===== config.mk =====
export PLATFORM = sky130hd
export DESIGN_NAME = char_lcd_4bit_bus_sequencer_flat
export DESIGN_NICKNAME = d
export VERILOG_FILES = /design/src/lcdb_pkg.sv /design/src/lcdb_if.sv /design/src/lcdb_front.sv /design/src/lcdb_queue.sv /design/src/lcdb_back.sv /design/src/char_lcd_4bit_bus_sequencer.sv /design/src/flat_wrapper.sv
export VERILOG_INCLUDE_DIRS = /design/src /design/src/src
export SDC_FILE = /design/constraint.sdc
export NUM_CORES = 1
export LEC_CHECK = 0
export BUFFER_PORTS_ARGS = -buffer_cell sky130_fd_sc_hd__buf_2
export CORE_AREA = 10 10 126 128
export CTS_CLUSTER_DIAMETER = 30
export DETAILED_ROUTE_END_ITERATION = 7
export DIE_AREA = 0 0 136 138
export GPL_TIMING_DRIVEN = 0
export PLACE_DENSITY = 0.75
export SETUP_SLACK_MARGIN = 0.3
export SYNTH_ARGS = -nofsm -noshare
export SYNTH_HDL_FRONTEND = slang
export SYNTH_SLANG_ARGS = --single-unit

===== constraint.sdc =====
create_clock -name clk -period 3.6 [get_ports clk]
set_input_delay 0.18 -clock clk [delete_from_list [all_inputs] [get_ports clk]]
set_output_delay 0.18 -clock clk [all_outputs]
set_load 0.02 [all_outputs]

===== src/char_lcd_4bit_bus_sequencer_macros.svh =====
// ----------------------------------------------------------------------------
// Assertion macros for the character LCD bus sequencer
// Shared property templates; each expects clk and rst_n in scope.
// ----------------------------------------------------------------------------
`ifndef CHAR_LCD_4BIT_BUS_SEQUENCER_MACROS_SVH
`define CHAR_LCD_4BIT_BUS_SEQUENCER_MACROS_SVH

// The consequent must hold in the same cycle as the antecedent.
`define LCDB_ASSERT_SAME(label, ante, cons, msg) \
  label: assert property (@(posedge clk) disable iff (!rst_n) (ante) |-> (cons)) \
    else $error(msg);

// The consequent must hold in the cycle after the antecedent.
`define LCDB_ASSERT_NEXT(label, ante, cons, msg) \
  label: assert property (@(posedge clk) disable iff (!rst_n) (ante) |=> (cons)) \
    else $error(msg);

`endif


===== src/lcdb_pkg.sv =====
// ----------------------------------------------------------------------------
// LCD bus sequencer package
// Types, codes and constants shared by the sequencer modules.
// ----------------------------------------------------------------------------
package lcdb_pkg;

  localparam int unsigned QUEUE_DEPTH_DEF = 2;

  localparam logic [7:0]  HALF_US_TICKS_RST = 8'd25;
  localparam logic [15:0] POWER_ON_RST      = 16'd60000;

  localparam logic [7:0] CMD_DISPLAY_ON   = 8'b0000_1100;
  localparam logic [7:0] CMD_FUNCTION_SET = 8'b0010_1000;
  localparam logic [7:0] CMD_CGRAM_ADDR   = 8'b0100_0000;
  localparam logic [7:0] CMD_DDRAM_ADDR   = 8'b1000_0000;
  localparam logic [3:0] NIB_INIT         = 4'b0010;
  localparam int unsigned BUSY_BIT        = 7;

  typedef enum logic [1:0] {
    FUNC_TICK = 2'd0,
    FUNC_SEND = 2'd1,
    FUNC_INIT = 2'd2,
    FUNC_RSVD = 2'd3
  } func_t;

  typedef enum logic [1:0] {
    KIND_TICK,
    KIND_SEND,
    KIND_INIT,
    KIND_NOP
  } kind_t;

  typedef enum logic {
    CFG_HALF_US_TICKS    = 1'b0,
    CFG_POWER_ON_HALF_US = 1'b1
  } cfg_idx_t;

  typedef enum logic [4:0] {
    PH_IDLE, PH_PWR, PH_ISET, PH_IE, PH_IL,
    PH_WSET, PH_WHE, PH_WHL, PH_WLE, PH_WLL,
    PH_BSET, PH_BH1, PH_BH2, PH_BL1, PH_BH3, PH_BH4, PH_BL2
  } phase_t;

  typedef enum logic [2:0] {
    STEP_NONE,
    STEP_DISPLAY,
    STEP_FUNCSET,
    STEP_CGRAM,
    STEP_DDRAM
  } init_step_t;

  typedef struct packed {
    kind_t      kind;
    logic [7:0] byte_value;
    logic       is_data;
    logic [1:0] style;
    logic [3:0] pin_nibble;
  } q_entry_t;

  typedef struct packed {
    logic     push;
    q_entry_t entry;
  } q_push_t;

  typedef struct packed {
    logic full;
    logic avail;
  } q_stat_t;

  typedef struct packed {
    logic       lcd_e;
    logic       lcd_rs;
    logic       lcd_rw;
    logic [3:0] data_nibble;
    logic       data_drive;
    logic       ready_res;
    logic [7:0] last_status;
  } result_t;

endpackage


===== src/lcdb_if.sv =====
// ----------------------------------------------------------------------------
// LCD bus sequencer channel interfaces
// Request, result and configuration channels with valid/ready handshakes.
// ----------------------------------------------------------------------------
interface lcdb_in_if;
  logic       valid;
  logic       ready;
  logic [1:0] func;
  logic [7:0] byte_value;
  logic       is_data;
  logic [1:0] style;
  logic [3:0] pin_nibble;

  modport source (output valid, func, byte_value, is_data, style, pin_nibble,
                  input ready);
  modport sink (input valid, func, byte_value, is_data, style, pin_nibble,
                output ready);
endinterface

interface lcdb_out_if;
  logic       valid;
  logic       ready;
  logic       lcd_e;
  logic       lcd_rs;
  logic       lcd_rw;
  logic [3:0] data_nibble;
  logic       data_drive;
  logic       ready_res;
  logic [7:0] last_status;

  modport source (output valid, lcd_e, lcd_rs, lcd_rw, data_nibble, data_drive,
                  ready_res, last_status, input ready);
  modport sink (input valid, lcd_e, lcd_rs, lcd_rw, data_nibble, data_drive,
                ready_res, last_status, output ready);
endinterface

interface lcdb_cfg_if;
  logic        valid;
  logic        ready;
  logic        index;
  logic [15:0] data;

  modport source (output valid, index, data, input ready);
  modport sink (input valid, index, data, output ready);
endinterface


===== src/lcdb_front.sv =====
// ----------------------------------------------------------------------------
// LCD bus sequencer front end
// Accepts request items and classifies them into queue entries.
// ----------------------------------------------------------------------------
module lcdb_front (
  lcdb_in_if.sink           in_if,
  input  lcdb_pkg::q_stat_t q_stat,
  output lcdb_pkg::q_push_t q_push
);
  import lcdb_pkg::*;

  kind_t kind;

  always_comb begin
    case (func_t'(in_if.func))
      FUNC_TICK: kind = KIND_TICK;
      FUNC_SEND: kind = KIND_SEND;
      FUNC_INIT: kind = KIND_INIT;
      default:   kind = KIND_NOP;
    endcase
  end

  assign in_if.ready             = !q_stat.full;
  assign q_push.push             = in_if.valid && !q_stat.full;
  assign q_push.entry.kind       = kind;
  assign q_push.entry.byte_value = in_if.byte_value;
  assign q_push.entry.is_data    = in_if.is_data;
  assign q_push.entry.style      = in_if.style;
  assign q_push.entry.pin_nibble = in_if.pin_nibble;

endmodule


===== src/lcdb_queue.sv =====
// ----------------------------------------------------------------------------
// LCD bus sequencer item queue
// Short first-in first-out buffer between the front end and the sequencer.
// ----------------------------------------------------------------------------
module lcdb_queue #(
  parameter int unsigned DEPTH = lcdb_pkg::QUEUE_DEPTH_DEF
) (
  input  logic               clk,
  input  logic               rst_n,
  input  lcdb_pkg::q_push_t  q_push,
  input  logic               pop,
  output lcdb_pkg::q_stat_t  q_stat,
  output lcdb_pkg::q_entry_t head
);
  import lcdb_pkg::*;

  `include "char_lcd_4bit_bus_sequencer_macros.svh"

  localparam int unsigned PTR_W = (DEPTH > 1) ? $clog2(DEPTH) : 1;
  localparam int unsigned CNT_W = $clog2(DEPTH + 1);
  localparam logic [PTR_W-1:0] LAST_PTR = PTR_W'(DEPTH - 1);
  localparam logic [CNT_W-1:0] FULL_CNT = CNT_W'(DEPTH);

  q_entry_t         entries_r [DEPTH];
  logic [PTR_W-1:0] wr_ptr_r, wr_ptr_nxt;
  logic [PTR_W-1:0] rd_ptr_r, rd_ptr_nxt;
  logic [CNT_W-1:0] count_r, count_nxt;

  always_comb begin
    wr_ptr_nxt = wr_ptr_r;
    rd_ptr_nxt = rd_ptr_r;
    count_nxt  = count_r;
    if (q_push.push) begin
      wr_ptr_nxt = (wr_ptr_r == LAST_PTR) ? '0 : wr_ptr_r + 1'b1;
    end
    if (pop) begin
      rd_ptr_nxt = (rd_ptr_r == LAST_PTR) ? '0 : rd_ptr_r + 1'b1;
    end
    if (q_push.push && !pop) begin
      count_nxt = count_r + 1'b1;
    end else if (pop && !q_push.push) begin
      count_nxt = count_r - 1'b1;
    end
  end

  always_ff @(posedge clk) begin
    if (!rst_n) begin
      wr_ptr_r <= '0;
      rd_ptr_r <= '0;
      count_r  <= '0;
    end else begin
      wr_ptr_r <= wr_ptr_nxt;
      rd_ptr_r <= rd_ptr_nxt;
      count_r  <= count_nxt;
    end
  end

  always_ff @(posedge clk) begin
    if (q_push.push) begin
      entries_r[wr_ptr_r] <= q_push.entry;
    end
  end

  assign head         = entries_r[rd_ptr_r];
  assign q_stat.full  = (count_r == FULL_CNT);
  assign q_stat.avail = (count_r != '0);

  `LCDB_ASSERT_SAME(a_no_push_when_full, q_push.push, count_r < FULL_CNT,
                    "Item pushed into a full queue.")
  `LCDB_ASSERT_SAME(a_no_pop_when_empty, pop, count_r != '0,
                    "Item popped from an empty queue.")
  `LCDB_ASSERT_NEXT(a_count_tracks, q_push.push && !pop, count_r == $past(count_r) + 1'b1,
                    "Queue count did not follow a lone push.")

endmodule


===== src/lcdb_back.sv =====
// ----------------------------------------------------------------------------
// LCD bus sequencer back end
// Runs the pin sequence and busy polling, and registers one result per item.
// ----------------------------------------------------------------------------
module lcdb_back (
  input  logic               clk,
  input  logic               rst_n,
  input  logic [7:0]         half_us_ticks,
  input  logic [15:0]        power_on_half_us,
  input  lcdb_pkg::q_entry_t head,
  input  logic               head_valid,
  output logic               pop,
  lcdb_out_if.source         out_if
);
  import lcdb_pkg::*;

  `include "char_lcd_4bit_bus_sequencer_macros.svh"

  phase_t     phase_r, phase_nxt;
  logic [7:0] prescale_r, prescale_nxt;
  logic [15:0] delay_r, delay_nxt;
  logic [7:0] pend_byte_r, pend_byte_nxt;
  logic       pend_rs_r, pend_rs_nxt;
  logic [7:0] status_r, status_nxt;
  init_step_t step_r, step_nxt;
  logic [1:0] style_r, style_nxt;
  logic       e_r, e_nxt;
  logic       rs_r, rs_nxt;
  logic       rw_r, rw_nxt;
  logic [3:0] nib_r, nib_nxt;
  logic       drv_r, drv_nxt;
  logic       out_valid_r;
  result_t    out_data_r;
  result_t    res;

  logic       idle;
  logic       unit_done;
  logic [7:0] cmd;

  assign idle      = (phase_r == PH_IDLE);
  assign pop       = head_valid && (!out_valid_r || out_if.ready);
  assign unit_done = ({1'b0, prescale_r} + 9'd1) >= {1'b0, half_us_ticks};

  always_comb begin
    phase_nxt     = phase_r;
    prescale_nxt  = prescale_r;
    delay_nxt     = delay_r;
    pend_byte_nxt = pend_byte_r;
    pend_rs_nxt   = pend_rs_r;
    status_nxt    = status_r;
    step_nxt      = step_r;
    style_nxt     = style_r;
    e_nxt         = e_r;
    rs_nxt        = rs_r;
    rw_nxt        = rw_r;
    nib_nxt       = nib_r;
    drv_nxt       = drv_r;
    cmd           = CMD_DDRAM_ADDR;
    case (step_r)
      STEP_DISPLAY: cmd = CMD_DISPLAY_ON | {6'b0, style_r};
      STEP_FUNCSET: cmd = CMD_FUNCTION_SET;
      STEP_CGRAM:   cmd = CMD_CGRAM_ADDR;
      default:      cmd = CMD_DDRAM_ADDR;
    endcase
    if (pop) begin
      case (head.kind)
        KIND_TICK: begin
          if (!idle) begin
            if (unit_done) begin
              prescale_nxt = '0;
              if (delay_r > 16'd1) begin
                delay_nxt = delay_r - 16'd1;
              end else begin
                case (phase_r)
                  PH_PWR: begin
                    e_nxt = 1'b0; rs_nxt = 1'b0; rw_nxt = 1'b0;
                    nib_nxt = '0; drv_nxt = 1'b1;
                    phase_nxt = PH_ISET; delay_nxt = 16'd1;
                  end
                  PH_ISET: begin
                    e_nxt = 1'b1; nib_nxt = NIB_INIT;
                    phase_nxt = PH_IE; delay_nxt = 16'd2;
                  end
                  PH_IE: begin
                    e_nxt = 1'b0; phase_nxt = PH_IL; delay_nxt = 16'd2;
                  end
                  PH_IL, PH_WLL: begin
                    drv_nxt = 1'b0; rw_nxt = 1'b1; rs_nxt = 1'b0;
                    phase_nxt = PH_BSET; delay_nxt = 16'd1;
                  end
                  PH_WSET: begin
                    e_nxt = 1'b1; nib_nxt = pend_byte_r[7:4];
                    phase_nxt = PH_WHE; delay_nxt = 16'd2;
                  end
                  PH_WHE: begin
                    e_nxt = 1'b0; phase_nxt = PH_WHL; delay_nxt = 16'd2;
                  end
                  PH_WHL: begin
                    e_nxt = 1'b1; nib_nxt = pend_byte_r[3:0];
                    phase_nxt = PH_WLE; delay_nxt = 16'd2;
                  end
                  PH_WLE: begin
                    e_nxt = 1'b0; phase_nxt = PH_WLL; delay_nxt = 16'd2;
                  end
                  PH_BSET: begin
                    e_nxt = 1'b1; phase_nxt = PH_BH1; delay_nxt = 16'd1;
                  end
                  PH_BH1: begin
                    status_nxt = {head.pin_nibble, 4'b0000};
                    phase_nxt = PH_BH2; delay_nxt = 16'd1;
                  end
                  PH_BH2: begin
                    e_nxt = 1'b0; phase_nxt = PH_BL1; delay_nxt = 16'd2;
                  end
                  PH_BL1: begin
                    e_nxt = 1'b1; phase_nxt = PH_BH3; delay_nxt = 16'd1;
                  end
                  PH_BH3: begin
                    status_nxt = {status_r[7:4], head.pin_nibble};
                    phase_nxt = PH_BH4; delay_nxt = 16'd1;
                  end
                  PH_BH4: begin
                    e_nxt = 1'b0; phase_nxt = PH_BL2; delay_nxt = 16'd2;
                  end
                  PH_BL2: begin
                    if (status_r[BUSY_BIT]) begin
                      e_nxt = 1'b1; phase_nxt = PH_BH1; delay_nxt = 16'd1;
                    end else if (step_r == STEP_DISPLAY || step_r == STEP_FUNCSET ||
                                 step_r == STEP_CGRAM || step_r == STEP_DDRAM) begin
                      step_nxt = init_step_t'(step_r + 3'd1);
                      pend_byte_nxt = cmd; pend_rs_nxt = 1'b0;
                      e_nxt = 1'b0; rs_nxt = 1'b0; rw_nxt = 1'b0; drv_nxt = 1'b1;
                      phase_nxt = PH_WSET; delay_nxt = 16'd1;
                    end else begin
                      rw_nxt = 1'b0; drv_nxt = 1'b1;
                      step_nxt = STEP_NONE;
                      phase_nxt = PH_IDLE; delay_nxt = '0;
                    end
                  end
                  default: begin
                    phase_nxt = PH_IDLE; delay_nxt = '0;
                  end
                endcase
              end
            end else begin
              prescale_nxt = prescale_r + 8'd1;
            end
          end
        end
        KIND_SEND: begin
          if (idle) begin
            prescale_nxt  = '0;
            step_nxt      = STEP_NONE;
            pend_byte_nxt = head.byte_value;
            pend_rs_nxt   = head.is_data;
            e_nxt = 1'b0; rs_nxt = head.is_data; rw_nxt = 1'b0; drv_nxt = 1'b1;
            phase_nxt = PH_WSET; delay_nxt = 16'd1;
          end
        end
        KIND_INIT: begin
          if (idle) begin
            prescale_nxt = '0;
            style_nxt    = head.style;
            step_nxt     = STEP_DISPLAY;
            phase_nxt    = PH_PWR;
            delay_nxt    = power_on_half_us;
          end
        end
        default: begin
          phase_nxt = phase_r;
        end
      endcase
    end
  end

  always_comb begin
    res.lcd_e       = e_nxt;
    res.lcd_rs      = rs_nxt;
    res.lcd_rw      = rw_nxt;
    res.data_nibble = nib_nxt;
    res.data_drive  = drv_nxt;
    res.ready_res   = (phase_nxt == PH_IDLE);
    res.last_status = status_nxt;
  end

  always_ff @(posedge clk) begin
    if (!rst_n) begin
      phase_r     <= PH_IDLE;
      prescale_r  <= '0;
      delay_r     <= '0;
      pend_byte_r <= '0;
      pend_rs_r   <= 1'b0;
      status_r    <= '0;
      step_r      <= STEP_NONE;
      style_r     <= '0;
      e_r         <= 1'b0;
      rs_r        <= 1'b0;
      rw_r        <= 1'b0;
      nib_r       <= '0;
      drv_r       <= 1'b1;
      out_valid_r <= 1'b0;
    end else begin
      phase_r     <= phase_nxt;
      prescale_r  <= prescale_nxt;
      delay_r     <= delay_nxt;
      pend_byte_r <= pend_byte_nxt;
      pend_rs_r   <= pend_rs_nxt;
      status_r    <= status_nxt;
      step_r      <= step_nxt;
      style_r     <= style_nxt;
      e_r         <= e_nxt;
      rs_r        <= rs_nxt;
      rw_r        <= rw_nxt;
      nib_r       <= nib_nxt;
      drv_r       <= drv_nxt;
      if (pop) begin
        out_valid_r <= 1'b1;
      end else if (out_if.ready) begin
        out_valid_r <= 1'b0;
      end
    end
  end

  always_ff @(posedge clk) begin
    if (pop) begin
      out_data_r <= res;
    end
  end

  assign out_if.valid       = out_valid_r;
  assign out_if.lcd_e       = out_data_r.lcd_e;
  assign out_if.lcd_rs      = out_data_r.lcd_rs;
  assign out_if.lcd_rw      = out_data_r.lcd_rw;
  assign out_if.data_nibble = out_data_r.data_nibble;
  assign out_if.data_drive  = out_data_r.data_drive;
  assign out_if.ready_res   = out_data_r.ready_res;
  assign out_if.last_status = out_data_r.last_status;

  `LCDB_ASSERT_SAME(a_idle_bus_parked, idle, !e_r && !rw_r && drv_r,
                    "Bus not parked while the sequencer is idle.")
  `LCDB_ASSERT_SAME(a_release_only_for_read, !drv_r, rw_r && !rs_r,
                    "Data lines released outside a status read.")
  `LCDB_ASSERT_NEXT(a_idle_keeps_prescale, idle && !(pop && head.kind == KIND_INIT) &&
                    !(pop && head.kind == KIND_SEND), prescale_r == '0,
                    "Prescaler moved while the sequencer was idle.")

endmodule


===== src/char_lcd_4bit_bus_sequencer.sv =====
// ----------------------------------------------------------------------------
// Character LCD 4-bit bus sequencer
// Drives a character LCD controller over a 4-bit bus.
// ----------------------------------------------------------------------------
// The block takes one item per clock cycle sustained while results are taken
// and returns exactly one result item for each. An accepted item is classified
// by the front end and placed in a short queue (QUEUE_DEPTH entries, two by
// default); the back end pin sequencer likewise takes one queued item per
// cycle, applies it in a single step and registers the resulting line levels;
// an item is held in a queue entry and then in the output register. Stalls on
// the result side fill the queue and then hold off new items. Time on the LCD
// bus advances only with tick items, half_us_ticks of them per half
// microsecond unit. The configuration port is always ready and must only be
// written while the block has no outstanding items.
module char_lcd_4bit_bus_sequencer #(
  parameter int unsigned QUEUE_DEPTH = lcdb_pkg::QUEUE_DEPTH_DEF
) (
  input logic         clk,
  input logic         rst_n,
  lcdb_in_if.sink     in_if,
  lcdb_out_if.source  out_if,
  lcdb_cfg_if.sink    cfg_if
);
  import lcdb_pkg::*;

  logic [7:0]  half_us_ticks_r;
  logic [15:0] power_on_r;
  q_stat_t     q_stat;
  q_push_t     q_push;
  q_entry_t    head;
  logic        pop;

  assign cfg_if.ready = 1'b1;

  always_ff @(posedge clk) begin
    if (!rst_n) begin
      half_us_ticks_r <= HALF_US_TICKS_RST;
      power_on_r      <= POWER_ON_RST;
    end else if (cfg_if.valid) begin
      case (cfg_idx_t'(cfg_if.index))
        CFG_HALF_US_TICKS:    half_us_ticks_r <= cfg_if.data[7:0];
        CFG_POWER_ON_HALF_US: power_on_r      <= cfg_if.data;
        default:              power_on_r      <= power_on_r;
      endcase
    end
  end

  lcdb_front u_front (
    .in_if  (in_if),
    .q_stat (q_stat),
    .q_push (q_push)
  );

  lcdb_queue #(
    .DEPTH (QUEUE_DEPTH)
  ) u_queue (
    .clk    (clk),
    .rst_n  (rst_n),
    .q_push (q_push),
    .pop    (pop),
    .q_stat (q_stat),
    .head   (head)
  );

  lcdb_back u_back (
    .clk              (clk),
    .rst_n            (rst_n),
    .half_us_ticks    (half_us_ticks_r),
    .power_on_half_us (power_on_r),
    .head             (head),
    .head_valid       (q_stat.avail),
    .pop              (pop),
    .out_if           (out_if)
  );

endmodule

===== src/flat_wrapper.sv =====
// flat-port wrapper written by rule: the top's interface ports become plain ports
module char_lcd_4bit_bus_sequencer_flat import lcdb_pkg::*;
#(
  parameter int unsigned QUEUE_DEPTH = lcdb_pkg::QUEUE_DEPTH_DEF
)
  (clk, rst_n, in_if_valid, in_if_func, in_if_byte_value, in_if_is_data, in_if_style, in_if_pin_nibble, in_if_ready, out_if_valid, out_if_lcd_e, out_if_lcd_rs, out_if_lcd_rw, out_if_data_nibble, out_if_data_drive, out_if_ready_res, out_if_last_status, out_if_ready, cfg_if_valid, cfg_if_index, cfg_if_data, cfg_if_ready);
  lcdb_in_if in_if_i ();
  lcdb_out_if out_if_i ();
  lcdb_cfg_if cfg_if_i ();
  input logic clk;
  input logic rst_n;
  input wire logic [$bits(in_if_i.valid)-1:0] in_if_valid;
  input wire logic [$bits(in_if_i.func)-1:0] in_if_func;
  input wire logic [$bits(in_if_i.byte_value)-1:0] in_if_byte_value;
  input wire logic [$bits(in_if_i.is_data)-1:0] in_if_is_data;
  input wire logic [$bits(in_if_i.style)-1:0] in_if_style;
  input wire logic [$bits(in_if_i.pin_nibble)-1:0] in_if_pin_nibble;
  output wire logic [$bits(in_if_i.ready)-1:0] in_if_ready;
  output wire logic [$bits(out_if_i.valid)-1:0] out_if_valid;
  output wire logic [$bits(out_if_i.lcd_e)-1:0] out_if_lcd_e;
  output wire logic [$bits(out_if_i.lcd_rs)-1:0] out_if_lcd_rs;
  output wire logic [$bits(out_if_i.lcd_rw)-1:0] out_if_lcd_rw;
  output wire logic [$bits(out_if_i.data_nibble)-1:0] out_if_data_nibble;
  output wire logic [$bits(out_if_i.data_drive)-1:0] out_if_data_drive;
  output wire logic [$bits(out_if_i.ready_res)-1:0] out_if_ready_res;
  output wire logic [$bits(out_if_i.last_status)-1:0] out_if_last_status;
  input wire logic [$bits(out_if_i.ready)-1:0] out_if_ready;
  input wire logic [$bits(cfg_if_i.valid)-1:0] cfg_if_valid;
  input wire logic [$bits(cfg_if_i.index)-1:0] cfg_if_index;
  input wire logic [$bits(cfg_if_i.data)-1:0] cfg_if_data;
  output wire logic [$bits(cfg_if_i.ready)-1:0] cfg_if_ready;
  assign in_if_i.valid = in_if_valid;
  assign in_if_i.func = in_if_func;
  assign in_if_i.byte_value = in_if_byte_value;
  assign in_if_i.is_data = in_if_is_data;
  assign in_if_i.style = in_if_style;
  assign in_if_i.pin_nibble = in_if_pin_nibble;
  assign in_if_ready = in_if_i.ready;
  assign out_if_valid = out_if_i.valid;
  assign out_if_lcd_e = out_if_i.lcd_e;
  assign out_if_lcd_rs = out_if_i.lcd_rs;
  assign out_if_lcd_rw = out_if_i.lcd_rw;
  assign out_if_data_nibble = out_if_i.data_nibble;
  assign out_if_data_drive = out_if_i.data_drive;
  assign out_if_ready_res = out_if_i.ready_res;
  assign out_if_last_status = out_if_i.last_status;
  assign out_if_i.ready = out_if_ready;
  assign cfg_if_i.valid = cfg_if_valid;
  assign cfg_if_i.index = cfg_if_index;
  assign cfg_if_i.data = cfg_if_data;
  assign cfg_if_ready = cfg_if_i.ready;
  char_lcd_4bit_bus_sequencer #(.QUEUE_DEPTH(QUEUE_DEPTH)) u_core (.clk(clk), .rst_n(rst_n), .in_if(in_if_i), .out_if(out_if_i), .cfg_if(cfg_if_i));
endmodule

# Yosys cells after proc, flatten, opt, wreduce, memory -nomap -nowiden
# Memory sizes are Yosys's and may differ from the RTL's. A register that Yosys moved wholly into a read port is not among the register bits.
# Index checks and enable logic that the tools add are counted.
# totals
regBits	104
latch_bits	0
ram_bits	34
mem_bits_ro	0
inputBits	39
out_inout_bits	20
word_cells	205
n_memories	1
# op_classes
addsub	8
n_mul	0
div_mod_pow	0
magnitude_cmp	2
n_eq_ne	34
shifts	0
mux	98
bitwise	1
n_reduce_logical	36
# memory_table
memory	words	width	rd	rd_ports_with_merged_regs	wr	line_no	rtl
u_core.u_queue.entries_r	2	17	1	1	1	lcdb_queue.sv:24	q_entry_t entries_r [DEPTH];
# ops
operator	count
8-bit two-way mux	15
16-bit two-way mux	5
5-bit one-hot mux with 15 select lines	1
16-bit one-hot mux with 3 select lines	1
8-bit one-hot mux with 2 select lines	3
5-bit by 4-bit equality test with 1-bit output (second input constant)	8
1-bit two-way mux	36
5-bit two-way mux	6
3-bit two-way mux	9
4-bit two-way mux	6
8-bit one-hot mux with 3 select lines	1
5-bit by 3-bit equality test with 1-bit output (second input constant)	4
9-bit AND reduction	2
16-bit by 1-bit greater-than comparator with 1-bit output (second input constant)	1
4-bit one-hot mux with 4 select lines	1
16-bit by 1-bit subtractor with 16-bit output (second input constant)	1
5-bit one-hot mux with 3 select lines	1
2-bit inequality test (second input constant)	7
2-bit one-hot mux with 3 select lines	2
5-bit by 2-bit equality test with 1-bit output (second input constant)	2
5-bit logical NOT	2
1-bit one-hot mux with 2 select lines	5
2-bit nonzero test	5
8-bit by 1-bit adder with 9-bit output (second input constant)	1
other kinds (33)	54

# Logic depth before layout (Yosys ltp)
# depth
word_depth	13
ltp_mapped	12
depth_no_buf	11

# Hierarchy
# A second synthesis with hierarchy kept.
# unflattened
cells_unflattened	757
area_unflattened_um2	7195.7
# by_module_without_submodules
mod	instances	cells_each	area_per_inst_um2	seq_area_each_um2
lcdb_back	1	555	4603.2	1691.6
lcdb_queue	1	75	1446.4	1121.1
char_lcd_4bit_bus_sequencer	1	108	1016.0	480.5
lcdb_front	1	19	130.1	0.0

# Worst setup path after synthesis
# Ideal clock, no wire load.
# synth_path
kind	reg-to-reg
start	reg with a tool-made name
end	reg u_core.u_back.out_data_r (netlist bit u_core.u_back.out_if.last_status[4]), data pin
setup_time_ns	0.262
arrival_ns	3.420
required_ns	3.338
path_slack_ns	-0.082
path_stages_with_launch	11
path_buffers	3
period_less_slack_ns	3.682
cell_sequence	dfxtp_1 > clkbuf_1 > buf_1 > mux2i_1 > ha_1 > clkbuf_1 > inv_1 > nor3_1 > nand3_1 > nor3_1 > mux2_2
# synth_rtl
item	line_no	rtl
end signal, assigned	lcdb_back.sv:226	out_data_r <= res;
end, declared	lcdb_back.sv:33	result_t out_data_r;

==> impl_metrics.ini <==
[critical_path]
cp.required_ns = 3.77
ff2ff_setup_slack_ns = 0.37
worst_ep_arrival_time_ns = 3.40
reg2reg_from = u_core.u_back.prescale_r[2]
crit_path_start_kind = flip-flop
cp-end-kind = flip-flop
crit_type = reg -> reg
worstReg2RegEnd = u_core.u_back.out_if.ready_res
reg2reg_depth = 13
worstPathMaxFanout = 7

[yosys]
synth-seq-area-share_pct = 46.9
yosysTopAreaCell = dfxtp_1
ys_warn_count = 0
netlist.area_leader.share_pct = 25.1
netlist_area_um2 = 7020
synth-simple-area-share_pct = 19.3
syn_nets = 834
synthFlopType = dfxtp_1
synth-adder-area-share_pct = 3.88
synth_edf_count = 51
synth_compound_area_share_pct = 18.4
synth_area_leaders = dfxtp_1 25%, edfxtp_1 22%, nand2_1 5.1%
synth_top_family_by_area = simple AND/OR/NAND/NOR gates
synth_most_common_cell = nand2_1
ys_ff_latch = 139
synth_cells = 774
synth_area_per_cell_um2 = 9.08
synthXorXnorAreaFrac_pct = 1.75
synthTopCellsByCount = 95 x nand2_1, 88 x dfxtp_1, 66 x a21oi_1, 56 x nor2_1, 51 x edfxtp_1
synth.area.mux_share_pct = 5.42
synth_cell_types = 64
ys_async_sr_fraction_pct = 0

[floorplanning]
die_w_um = 136
die-area_um2 = 18800
start_util_pct = 52.0
io_pins = 59
rows = 43
core_um2 = 13500
die_height_um = 138

[clocking]
numCtsBuffers = 17
clk_path_buf_depth = 2
htreeDepth = 4
cts_tree = done
clkTransAtPathRegs_ns = 0.06
clock-root-buffer = clkbuf_16
insertion_delay_ns = 0.44
cts.sinks = 139

[timing]
timing.final.crit_share_pct = 89.7
hold_viol_final = 0
rsz0062_at_grt = false
period_needed_ns = 3.23
setup_tns_ns = 0
setup_viol = 0
worstMarginPinSlew_ns = 1.22
slew_viol_final = 0
max_slew_margin_pct = 17.9
setup_slack_ns = 0.371
fmax_mhz = 310
finClkSkew_ns = 0.0101
holdWs_ns = 0.00984

[placed_design]
dpl.hpwl_mm = 12.9
dp_cells = 1009
port_buffers = 54
globalplace.congestion = 0.957
dpl_cell_area_um2 = 7540
place_worst_setup_slack_ns = -0.515

[pwr]
p_leak_nw = 3.31
irDropWorstVdd_mv = 0.518
power.total_mw = 7.26
power.density_nw_per_um2 = 837

[min_path]
holdPathEnd = u_core.half_us_ticks_r[1]
min_from = cfg_if_data[1]
hold_path.class = in -> reg
min_path_cells = 3

[grt]
grt_pass1_wl_mm = 29.6
grt_max_degree = 24
antenna_found_initial = 1
overflow = 0
grt.total_usage_pct = 19.4
grt_pass1_vias = 5884

[routing]
dr.first_iter.drc_count = 768
dr.pass1.iters = 6
via_count = 6420
routedWlPerCell_um = 17.7
totalWireLength_mm = 19.1
via_per_inst = 5.94
ant_nets = 0
drc_errors = 0

[final_layout]
nFillCells = 1109
finalNetCount = 946
regArea_um2 = 3300
stdcell_count = 1080
area_delta_synth_final_pct = 23.4
post-route-util_pct = 64.2
design_area_um2 = 8670
drive_above_1_share_pct = 17.5
multi_input_area_um2 = 3600

[outcome]
status = finished clean

[job]
maxCapViolations = 0
## power breakdown
group | switching (mW) | leakage, nW | internal, mW | total, mW
sequential | 0.149 | 1.20 | 1.95 | 2.10
clock | 0.687 | 0.271 | 0.995 | 1.68
combinational | 2.25 | 1.84 | 1.23 | 3.48
total | 3.09 | 3.31 | 4.17 | 7.26
## area by class of cell
| class | instances | share of cell area (%) |
|---|---|---|
| multi-input combinational | 557 | 41.5 |
| sequential | 139 | 38.0 |
| timing repair buffer | 92 | 7.30 |
| clock buffer | 20 | 5.28 |
| tap | 180 | 2.60 |
| buffer | 49 | 2.57 |
| inverter | 29 | 1.34 |
| clock inverter | 12 | 1.28 |
| timing repair inverter | 1 | 0.0577 |
| antenna | 1 | 0.0289 |
## layout by cell type (no fill, tap or decap), types with 5 or more instances in the layout
master,netlist,routed
a21oi_1,66,65
o21ai_0,46,44
a211oi_1,6,5
dlygate4sd3_1,0,31
xor2_1,11,10
buf_4,1,9
o211ai_1,7,7
ha_1,21,19
or3_1,5,5
inv_1,27,26
and3_1,8,5
a22oi_1,5,5
a311oi_1,7,7
mux2_2,16,16
nand4_1,5,5
clkbuf_1,42,37
and2_1,20,20
o31ai_1,10,10
nand3_1,26,25
nor4_1,8,6
a31oi_1,7,7
nor2_1,56,55
dfxtp_1,88,86
clkinvlp_4,0,5
nand2_1,95,95
clkbuf_16,0,18
buf_2,2,58
nand2b_1,17,16
edfxtp_1,51,51
mux2i_1,20,17
o22ai_1,7,7
nor2b_1,5,5
nor3_1,20,16
## cells by family after synthesis
group,Yosys count
AOI/OAI and AO/OA,203
xor gates and xnor gates,14
adders and majority gates,22
buffers and inverters,78
DFF,139
muxes,36
other,1
and+or+nand+nor,281
## sequential cells by signal, summed over array words and instances (netlist names), 3 cells and up, named ones only
| register | cells |
|---|---|
| u_core.u_back.out_if.data_nibble | 4 |
| u_core.u_back.status_r | 8 |
| u_core.u_back.phase_r | 5 |
| u_core.u_back.step_r | 3 |
| u_core.u_queue.entries_r | 34 |
| u_core.u_back.out_if.last_status | 8 |
| u_core.u_back.nib_r | 4 |
| u_core.u_back.pend_byte_r | 8 |
| u_core.power_on_r | 16 |
| u_core.u_back.prescale_r | 8 |
| u_core.u_back.delay_r | 16 |
| u_core.half_us_ticks_r | 8 |
## per-layer routing
layer,GRT usage [%],up-vias,routed length (um)
met3,4.86,59,1590
met1,25.3,3000,8070
li1,-,3034,-
met4,9.09,0,601
met2,29.4,327,8820
met5,0,-,0
## worst max path at each step
stage / cells after the start / from / endpoint
floorplan: 11 / flip-flop / u_core.u_back.prescale_r[6]
global placement: 11 / flip-flop / u_core.u_back.status_r[7]
detailed placement: 11 / flip-flop / u_core.u_back.status_r[7]
CTS: 11 / flip-flop / u_core.u_back.prescale_r[2]
global route: 13 / u_core.u_back.prescale_r[2] / u_core.u_back.out_if.ready_res
finish: 13 / u_core.u_back.prescale_r[2] / u_core.u_back.out_if.ready_res
## critical path: stages, from the launching register on
cell       delay [ns]
dfxtp_2          0.37
and3_2           0.23
and3_2           0.24
and3_1           0.21
xor2_2           0.21
ha_4             0.24
nand3_1          0.07
o211ai_1         0.10
buf_4            0.16
a211oi_4         0.49
buf_6            0.20
o2111ai_1        0.12
o211ai_1         0.21
nor4_2           0.10
## timing repair
action / CTS / global route
hold buffers: 31 / 0
gates cloned: 0 / 1
endpoints found under the hold margin: 49 / 0
setup buffers: 1 / 5
endpoints found under the setup margin: 71 / 62
gates resized for setup: 20 / 39
pin swaps: 1 / 6
(Power assumes the default switching activity.)
